File: src/rtl/unsigned_to_radix_text_unit_macros.svh
// Assertion macros shared by the unsigned-to-radix-text RTL.
`ifndef UNSIGNED_TO_RADIX_TEXT_UNIT_MACROS_SVH
`define UNSIGNED_TO_RADIX_TEXT_UNIT_MACROS_SVH

// Implication checked on the same edge, disabled while in reset.
`define U2RT_ASSERT_IMP(label, ante, cons, msg) \
  label: assert property (@(posedge clk_i) disable iff (!rst_ni) (ante) |-> (cons)) \
    else $error(msg);

// Implication checked on the following edge, disabled while in reset.
`define U2RT_ASSERT_NXT(label, ante, cons, msg) \
  label: assert property (@(posedge clk_i) disable iff (!rst_ni) (ante) |=> (cons)) \
    else $error(msg);

`endif

File: src/rtl/u2rt_pkg.sv
// Package: types, codes and constants of the unsigned-to-radix-text unit.
package u2rt_pkg;

  localparam int unsigned DEF_WORD_BITS = 32;
  localparam int unsigned VALUE_W       = 32;
  localparam int unsigned CHAR_W        = 7;

  typedef enum logic [1:0] {
    FMT_DEC    = 2'd0,
    FMT_OCT    = 2'd1,
    FMT_HEX_LO = 2'd2,
    FMT_HEX_UP = 2'd3
  } fmt_e;

  localparam logic [CHAR_W-1:0] CHAR_ZERO    = 7'h30;
  localparam logic [CHAR_W-1:0] CHAR_LOWER_A = 7'h61;
  localparam logic [CHAR_W-1:0] CHAR_UPPER_A = 7'h41;

  typedef struct packed {
    logic [1:0]         req_type;
    logic [VALUE_W-1:0] value;
  } req_t;

  typedef struct packed {
    logic [CHAR_W-1:0] char_code;
    logic              last;
  } rsp_t;

  // Controller -> datapath commands
  typedef struct packed {
    logic load;    // capture a new item
    logic dabble;  // one shift-add-3 step of the binary to BCD conversion
    logic skip;    // drop a leading zero digit
    logic emit;    // move the current digit into the output register
  } cmd_t;

  // Datapath -> controller status
  typedef struct packed {
    logic in_dec;     // item at the input asks for decimal
    logic conv_done;  // this dabble step is the final one
    logic lead_zero;  // current digit is a leading zero that can be dropped
    logic final_dig;  // current digit is the last of the number
    logic out_free;   // output register can take a digit this cycle
  } sts_t;

endpackage

File: src/rtl/u2rt_ctrl.sv
// Controller: sequences load, BCD conversion and digit emission.
module u2rt_ctrl (
  input  logic            clk_i,
  input  logic            rst_ni,
  input  logic            in_valid_i,
  output logic            in_ready_o,
  input  u2rt_pkg::sts_t  sts_i,
  output u2rt_pkg::cmd_t  cmd_o
);
  import u2rt_pkg::*;

  `include "unsigned_to_radix_text_unit_macros.svh"

  typedef enum logic [2:0] {
    ST_IDLE = 3'b001,
    ST_CONV = 3'b010,
    ST_EMIT = 3'b100
  } state_e;

  state_e state_q, state_d;

  always_comb begin
    state_d    = state_q;
    cmd_o      = '0;
    in_ready_o = 1'b0;
    case (state_q)
      ST_IDLE: begin
        in_ready_o = 1'b1;
        if (in_valid_i) begin
          cmd_o.load = 1'b1;
          state_d    = sts_i.in_dec ? ST_CONV : ST_EMIT;
        end
      end
      ST_CONV: begin
        cmd_o.dabble = 1'b1;
        if (sts_i.conv_done) begin
          state_d = ST_EMIT;
        end
      end
      ST_EMIT: begin
        if (sts_i.lead_zero) begin
          cmd_o.skip = 1'b1;
        end else if (sts_i.out_free) begin
          cmd_o.emit = 1'b1;
          if (sts_i.final_dig) begin
            state_d = ST_IDLE;
          end
        end
      end
      default: begin
        state_d = ST_IDLE;
      end
    endcase
  end

  always_ff @(posedge clk_i or negedge rst_ni) begin
    if (!rst_ni) begin
      state_q <= ST_IDLE;
    end else begin
      state_q <= state_d;
    end
  end

  `U2RT_ASSERT_NXT(a_last_digit_idles, cmd_o.emit && sts_i.final_dig, state_q == ST_IDLE,
                   "controller did not return to idle after the last digit")
  `U2RT_ASSERT_IMP(a_skip_not_final, cmd_o.skip, !sts_i.final_dig,
                   "final digit was dropped as a leading zero")

endmodule

File: src/rtl/u2rt_dpath.sv
// Datapath: binary to BCD shifter, digit shift register and output register.
module u2rt_dpath #(
  parameter int unsigned WordBits = u2rt_pkg::DEF_WORD_BITS
) (
  input  logic            clk_i,
  input  logic            rst_ni,
  input  u2rt_pkg::req_t  in_req_i,
  input  u2rt_pkg::cmd_t  cmd_i,
  output u2rt_pkg::sts_t  sts_o,
  input  logic            out_ready_i,
  output logic            out_valid_o,
  output u2rt_pkg::rsp_t  out_rsp_o
);
  import u2rt_pkg::*;

  `include "unsigned_to_radix_text_unit_macros.svh"

  // Digit counts; 0.302 slightly overestimates log10(2), so BCD never overflows
  localparam int unsigned DecDigits = (WordBits * 302) / 1000 + 1;
  localparam int unsigned OctDigits = (WordBits + 2) / 3;
  localparam int unsigned HexDigits = (WordBits + 3) / 4;
  localparam int unsigned SrW       = (4 * DecDigits >= 3 * OctDigits) ?
                                      4 * DecDigits : 3 * OctDigits;
  localparam int unsigned MaxDigits = (DecDigits >= OctDigits) ? DecDigits : OctDigits;
  localparam int unsigned CntW      = $clog2(MaxDigits + 1);
  localparam int unsigned StepW     = (WordBits > 1) ? $clog2(WordBits) : 1;

  logic [WordBits-1:0] val_w;
  logic [WordBits-1:0] bin_q;
  logic [SrW-1:0]      sr_q, sr_adj;
  fmt_e                fmt_q, fmt_in;
  logic [StepW-1:0]    step_q;
  logic [CntW-1:0]     cnt_q;
  logic                started_q;
  logic                out_valid_q;
  rsp_t                out_q;
  logic [3:0]          digit;
  logic [CHAR_W-1:0]   char_code;

  if (WordBits <= VALUE_W) begin : g_narrow
    assign val_w = in_req_i.value[WordBits-1:0];
  end else begin : g_wide
    assign val_w = {{(WordBits - VALUE_W){1'b0}}, in_req_i.value};
  end

  assign fmt_in = fmt_e'(in_req_i.req_type);

  // Most significant digit sits at a fixed place per format
  always_comb begin
    case (fmt_q)
      FMT_DEC: digit = sr_q[4*DecDigits-1 -: 4];
      FMT_OCT: digit = {1'b0, sr_q[3*OctDigits-1 -: 3]};
      default: digit = sr_q[4*HexDigits-1 -: 4];
    endcase
  end

  always_comb begin
    if (digit < 4'd10) begin
      char_code = CHAR_ZERO + CHAR_W'(digit);
    end else if (fmt_q == FMT_HEX_UP) begin
      char_code = CHAR_UPPER_A + CHAR_W'(digit - 4'd10);
    end else begin
      char_code = CHAR_LOWER_A + CHAR_W'(digit - 4'd10);
    end
  end

  // Add 3 to every BCD digit of 5 or more ahead of the shift
  always_comb begin
    sr_adj = sr_q;
    for (int i = 0; i < DecDigits; i++) begin
      if (sr_q[4*i +: 4] >= 4'd5) begin
        sr_adj[4*i +: 4] = sr_q[4*i +: 4] + 4'd3;
      end
    end
  end

  assign sts_o.in_dec    = (fmt_in == FMT_DEC);
  assign sts_o.conv_done = (step_q == StepW'(WordBits - 1));
  assign sts_o.final_dig = (cnt_q == CntW'(1));
  assign sts_o.lead_zero = (digit == 4'd0) && !started_q && (cnt_q != CntW'(1));
  assign sts_o.out_free  = !out_valid_q || out_ready_i;

  // Payload registers
  always_ff @(posedge clk_i) begin
    if (cmd_i.load) begin
      fmt_q <= fmt_in;
      bin_q <= val_w;
      sr_q  <= (fmt_in == FMT_DEC) ? '0 : SrW'(val_w);
    end else if (cmd_i.dabble) begin
      sr_q  <= {sr_adj[SrW-2:0], bin_q[WordBits-1]};
      bin_q <= bin_q << 1;
    end else if (cmd_i.skip || cmd_i.emit) begin
      sr_q  <= (fmt_q == FMT_OCT) ? (sr_q << 3) : (sr_q << 4);
    end
    if (cmd_i.emit) begin
      out_q.char_code <= char_code;
      out_q.last      <= sts_o.final_dig;
    end
  end

  // Control registers
  always_ff @(posedge clk_i or negedge rst_ni) begin
    if (!rst_ni) begin
      step_q      <= '0;
      cnt_q       <= '0;
      started_q   <= 1'b0;
      out_valid_q <= 1'b0;
    end else begin
      if (cmd_i.load) begin
        step_q    <= '0;
        started_q <= 1'b0;
        case (fmt_in)
          FMT_DEC: cnt_q <= CntW'(DecDigits);
          FMT_OCT: cnt_q <= CntW'(OctDigits);
          default: cnt_q <= CntW'(HexDigits);
        endcase
      end else begin
        if (cmd_i.dabble) begin
          step_q <= step_q + StepW'(1);
        end
        if (cmd_i.skip || cmd_i.emit) begin
          cnt_q <= cnt_q - CntW'(1);
        end
        if (cmd_i.emit) begin
          started_q <= 1'b1;
        end
      end
      if (cmd_i.emit) begin
        out_valid_q <= 1'b1;
      end else if (out_ready_i) begin
        out_valid_q <= 1'b0;
      end
    end
  end

  assign out_valid_o = out_valid_q;
  assign out_rsp_o   = out_q;

  `U2RT_ASSERT_IMP(a_dabble_not_started, cmd_i.dabble, !started_q,
                   "BCD step while digits are already being sent")
  `U2RT_ASSERT_IMP(a_emit_has_room, cmd_i.emit, !out_valid_q || out_ready_i,
                   "digit overwrote an unsent item")

endmodule

File: src/rtl/unsigned_to_radix_text_unit.sv
// Top level: unsigned number to ASCII digits in decimal, octal or hex.
//
// Input channel (in_valid_i / in_ready_o, payload in_req_i): one item is a
// number and a format (decimal, octal, lowercase hex, uppercase hex).
// Output channel (out_valid_o / out_ready_i, payload out_rsp_o): one item per
// ASCII digit, most significant first, no leading zeros; zero gives "0".
// The final digit of a number carries last = 1.
// One number is handled at a time; in_ready_o is high only while idle.
// Decimal: a shift-add-3 loop (binary to BCD) runs first, then the unit walks
// each BCD digit place (DecDigits places, 10 at 32 bits), dropped leading
// zeros included. Octal and hex skip the BCD loop and walk their 11 or 8
// digit places directly.
// A registered output stage holds the waiting digit; a stalled receiver
// freezes emission, and the next number is taken while the last digit waits.
// Reset (rst_ni low, asynchronous) returns to idle and drops any digit held.
module unsigned_to_radix_text_unit #(
  parameter int unsigned WordBits = u2rt_pkg::DEF_WORD_BITS
) (
  input  logic            clk_i,
  input  logic            rst_ni,
  input  logic            in_valid_i,
  output logic            in_ready_o,
  input  u2rt_pkg::req_t  in_req_i,
  output logic            out_valid_o,
  input  logic            out_ready_i,
  output u2rt_pkg::rsp_t  out_rsp_o
);
  import u2rt_pkg::*;

  cmd_t cmd;
  sts_t sts;

  u2rt_ctrl u_ctrl (
    .clk_i      (clk_i),
    .rst_ni     (rst_ni),
    .in_valid_i (in_valid_i),
    .in_ready_o (in_ready_o),
    .sts_i      (sts),
    .cmd_o      (cmd)
  );

  u2rt_dpath #(
    .WordBits (WordBits)
  ) u_dpath (
    .clk_i       (clk_i),
    .rst_ni      (rst_ni),
    .in_req_i    (in_req_i),
    .cmd_i       (cmd),
    .sts_o       (sts),
    .out_ready_i (out_ready_i),
    .out_valid_o (out_valid_o),
    .out_rsp_o   (out_rsp_o)
  );

endmodule

File: config.mk
export PLATFORM = sky130hd
export DESIGN_NAME = unsigned_to_radix_text_unit
export DESIGN_NICKNAME = d
export VERILOG_FILES = /design/src/rtl/u2rt_pkg.sv /design/src/rtl/u2rt_ctrl.sv /design/src/rtl/u2rt_dpath.sv /design/src/rtl/unsigned_to_radix_text_unit.sv
export VERILOG_INCLUDE_DIRS = /design/src /design/src/rtl
export SDC_FILE = /design/constraint.sdc
export NUM_CORES = 1
export LEC_CHECK = 0
export ABC_AREA = 1
export BUFFER_PORTS_ARGS = -buffer_cell sky130_fd_sc_hd__buf_2
export CORE_UTILIZATION = 50
export CTS_CLUSTER_DIAMETER = 150
export DETAILED_ROUTE_END_ITERATION = 7
export PLACE_DENSITY = 0.73
export SLEW_MARGIN = 20
export SYNTH_ARGS = -nofsm -noshare
export SYNTH_HDL_FRONTEND = slang
export SYNTH_SLANG_ARGS = --single-unit
File: constraint.sdc
create_clock -name clk_i -period 3.1 [get_ports clk_i]
set_input_delay 0.465 -clock clk_i [delete_from_list [all_inputs] [get_ports clk_i]]
set_output_delay 0.465 -clock clk_i [all_outputs]
set_load 0.02 [all_outputs]
==> flow_summary.ini <==
[synthesis]
synth_flop_cell = sky130_fd_sc_hd__edfxtp_1
synth_cells = 705
warnings_synthesis = 0
synth_async_sr_flop_share_pct = 14.58
synth_area_leaders = sky130_fd_sc_hd__edfxtp_1, sky130_fd_sc_hd__nand2_1, sky130_fd_sc_hd__o21ai_0
synth_edf_count = 82
synthesis.area_per_instance_um2 = 8.453
syn-cell-area_um2 = 5959
synth.net_count = 773
synth_seq_cells = 96
synth.most_common_cell = sky130_fd_sc_hd__nand2_1
synth_common_cells = sky130_fd_sc_hd__nand2_1, sky130_fd_sc_hd__o21ai_0, sky130_fd_sc_hd__edfxtp_1, sky130_fd_sc_hd__inv_1, sky130_fd_sc_hd__a21oi_1
proportion_of_netlist_area_held_by_the_largest_area_contributor_pct = 41.32
synth-seq-area-share_pct = 47.22
synth_top_cell_by_area = sky130_fd_sc_hd__edfxtp_1
ys_types = 34

[global_route]
grt_antenna_before_repair = 0
grt.busiest_layer = met2
grt_first_pass_wirelength_mm = 22.59
maximum_number_of_pins_on_one_net_before_global_route_repair = 61
grt_util_met1_pct = 30.24
groute.layer.met2.usage_pct = 37.75
globalRouteMet3Util_pct = 3.007
global_route.overflow_total = 0
grt_util_all_layers_pct = 22.86
grt_pass1_vias = 4750

[drt]
num_vias = 4985
route.detailed.vias_per_inst = 5.601
wire_per_inst_um = 15.14
remaining_antenna_violation_count_after_routing = 0
drc = 6
finalWirelength_mm = 13.48
initialDrtViolationCount = 411
drtPass1Iterations = 7

[sta]
final_cycle_utilization_of_the_critical_path_pct = 75.03
final_period_minus_worst_setup_slack_ns = 2.326
slew_viol_final = 0
fin_worst_hold_slack_ns = 0.005784
fin_ws_ns = 0.7740
timing.max_slew.rel_slack_pct = 54.03
achievable-frequency_mhz = 429.9
finalSetupViolCount = 0
tns_ns = 0
clock-skew-final_ns = 0.006227
rsz_0062_raised_after_global_routing = false
worst_margin_pin_slew_ns = 0.6887
hold_viol = 0

[worst_setup_path]
worstPathCellList = inv_2 > nand3_1 > nand3_1 > inv_1 > ha_1 > inv_1 > nor2_1 > nand2_1 > nor2_2 > nand3_2 > nand3_2 > buf_12
critical_path.reg2reg.endpoint = u_dpath.sr_q[39]
cp_max_fo = 40
endpoint_of_the_most_critical_setup_path = u_dpath.sr_q[39]
reg2reg_from = u_dpath.fmt_q[1]
cpLargestDelayFamily = simple AND/OR/NAND/NOR gates
cp_slowest_cell = sky130_fd_sc_hd__edfxtp_1
setup.reg_to_reg.worst_slack_ns = 0.77
worst-setup-path-type = flop to flop
cp_data_arrival_time_ns = 2.36
cp_num_cells = 12
critical_path_buf_inv_count = 4
worst-r2r-cell-count = 12
timing.critical_path.from = u_dpath.fmt_q[1]
critPathLaunchType = flop
timing.critical_path.required_ns = 3.13
critPathMaxStageDelay_ns = 0.48
worst_setup_path_end_kind = flop

[clocking]
worstSkewPairLatency_ns = 0.35
cts_root_buf = sky130_fd_sc_hd__clkbuf_16
tritoncts_clock_tree = done
max-clock-path-buffers = 2
clk_transition_reported_paths_ns = 0.07
postCtsHoldBufs = 0
cts.sink_count = 96
setup_buffers_after_cts = 0
post_cts_resized = 0
cts_inserted_buffers = 9
htreeDepth = 3

[floorplanning]
core_area_um2 = 11520
core.rowCount = 39
die-area_um2 = 12360
die_x_um = 111.2
pin_count = 48
die_height_um = 111.2
floorplan.initialDensity_pct = 51.75

[cells_and_area]
postLayoutCellArea_um2 = 6548
layout.filler_cells = 1040
final_nets = 810
final_util_pct = 56.86
share_of_layout_cells_above_drive_strength_1_pct = 12.99
diodes = 0
syn_to_final_growth_pct = 9.868

[pwr]
power_density_nw_per_um2 = 1011
p_leak_nw = 2.983
ir_worst_vdd_v = 0.0004130

[placed_design]
place.detailed.hpwl_mm = 9.156
postPlaceCellArea_um2 = 6292
gpl.final_weighted_congestion = 0.8946
portBuffers = 47
dp_worst_setup_slack_ns = 0.7938

[status]
result_of_the_run = finished with violations
failed_checks = design-rule violations

[flow_run]
drv_cap = 0

[min_path]
min-delay-path-class = primary input to async pin
## flip-flops by register name (all words and copies together) (netlist names)
name	cells
u_ctrl.state_q	3
u_dpath.out_rsp_o	8
u_dpath.step_q	5
u_dpath.cnt_q	4
u_dpath.bin_q	32
u_dpath.sr_q	40
u_dpath.started_q	1
u_dpath.fmt_q	2
u_dpath.out_valid_o	1
## worst min path at each step
stage | startpoint | endpoint | slack [ns] | cells after the start
after floorplan | rst_ni | u_ctrl.state_q[1] | 0.17 | 0
after detailed placement | rst_ni | u_dpath.cnt_q[1] | 0.38 | 1
after global routing | rst_ni | u_dpath.started_q | 0.02 | 1
after CTS | rst_ni | u_dpath.cnt_q[1] | 0.007 | 1
after global placement | rst_ni | u_dpath.started_q | 0.38 | 1
final | rst_ni | u_dpath.cnt_q[1] | 0.006 | 1
## routing by layer
layer	vias up	part of all wire, %
met5	-	0
met4	0	1.8
met3	17	5.7
met2	189	48
met1	2297	44
li1	2482	-
## through the flow
stage	power (mW)	instances
floorplan	4.823	705
global placement	5.442	874
detailed placement	5.619	874
CTS	6.637	890
global route	7.180	890
finish	6.622	890
## layout by cell type (no fill, tap or decap), drive strengths merged, types with 7 or more instances in the layout
cell / Yosys / final
nand3: 41 / 41
ha: 30 / 30
o22ai: 9 / 9
dfrtp: 13 / 13
xor2: 7 / 7
nand2: 204 / 204
o21ai: 90 / 90
o221ai: 7 / 7
clkbuf: 6 / 10
nor2: 31 / 31
nand4: 7 / 7
a21oi: 40 / 40
edfxtp: 82 / 82
buf: 22 / 54
inv: 82 / 82
o211ai: 24 / 24
## cell families after synthesis
group | synth area share, %
xor+xnor | 1.029
buf+inv | 7.705
fa+ha+maj | 6.299
compound gates | 16.71
simple gates | 21.04
flops | 47.22
## where the power goes
part,total [mW],internal [mW],switching [mW]
sequential,2.63,2.25,0.378
combinational,3.00,0.978,2.02
clock,0.999,0.532,0.468
## cell type report
| cell class | count | area [um2] | area share [%] |
|---|---|---|---|
| Sequential cell | 96 | 2814 | 42.98 |
| Multi-Input combinational cell | 499 | 2691 | 41.10 |
| Inverter | 82 | 307.8 | 4.701 |
| Timing Repair Buffer | 54 | 300.3 | 4.586 |
| Clock buffer | 10 | 229.0 | 3.497 |
| Tap cell | 143 | 178.9 | 2.733 |
| Clock inverter | 6 | 26.28 | 0.4013 |
Power figures use the tool's default switching activity.
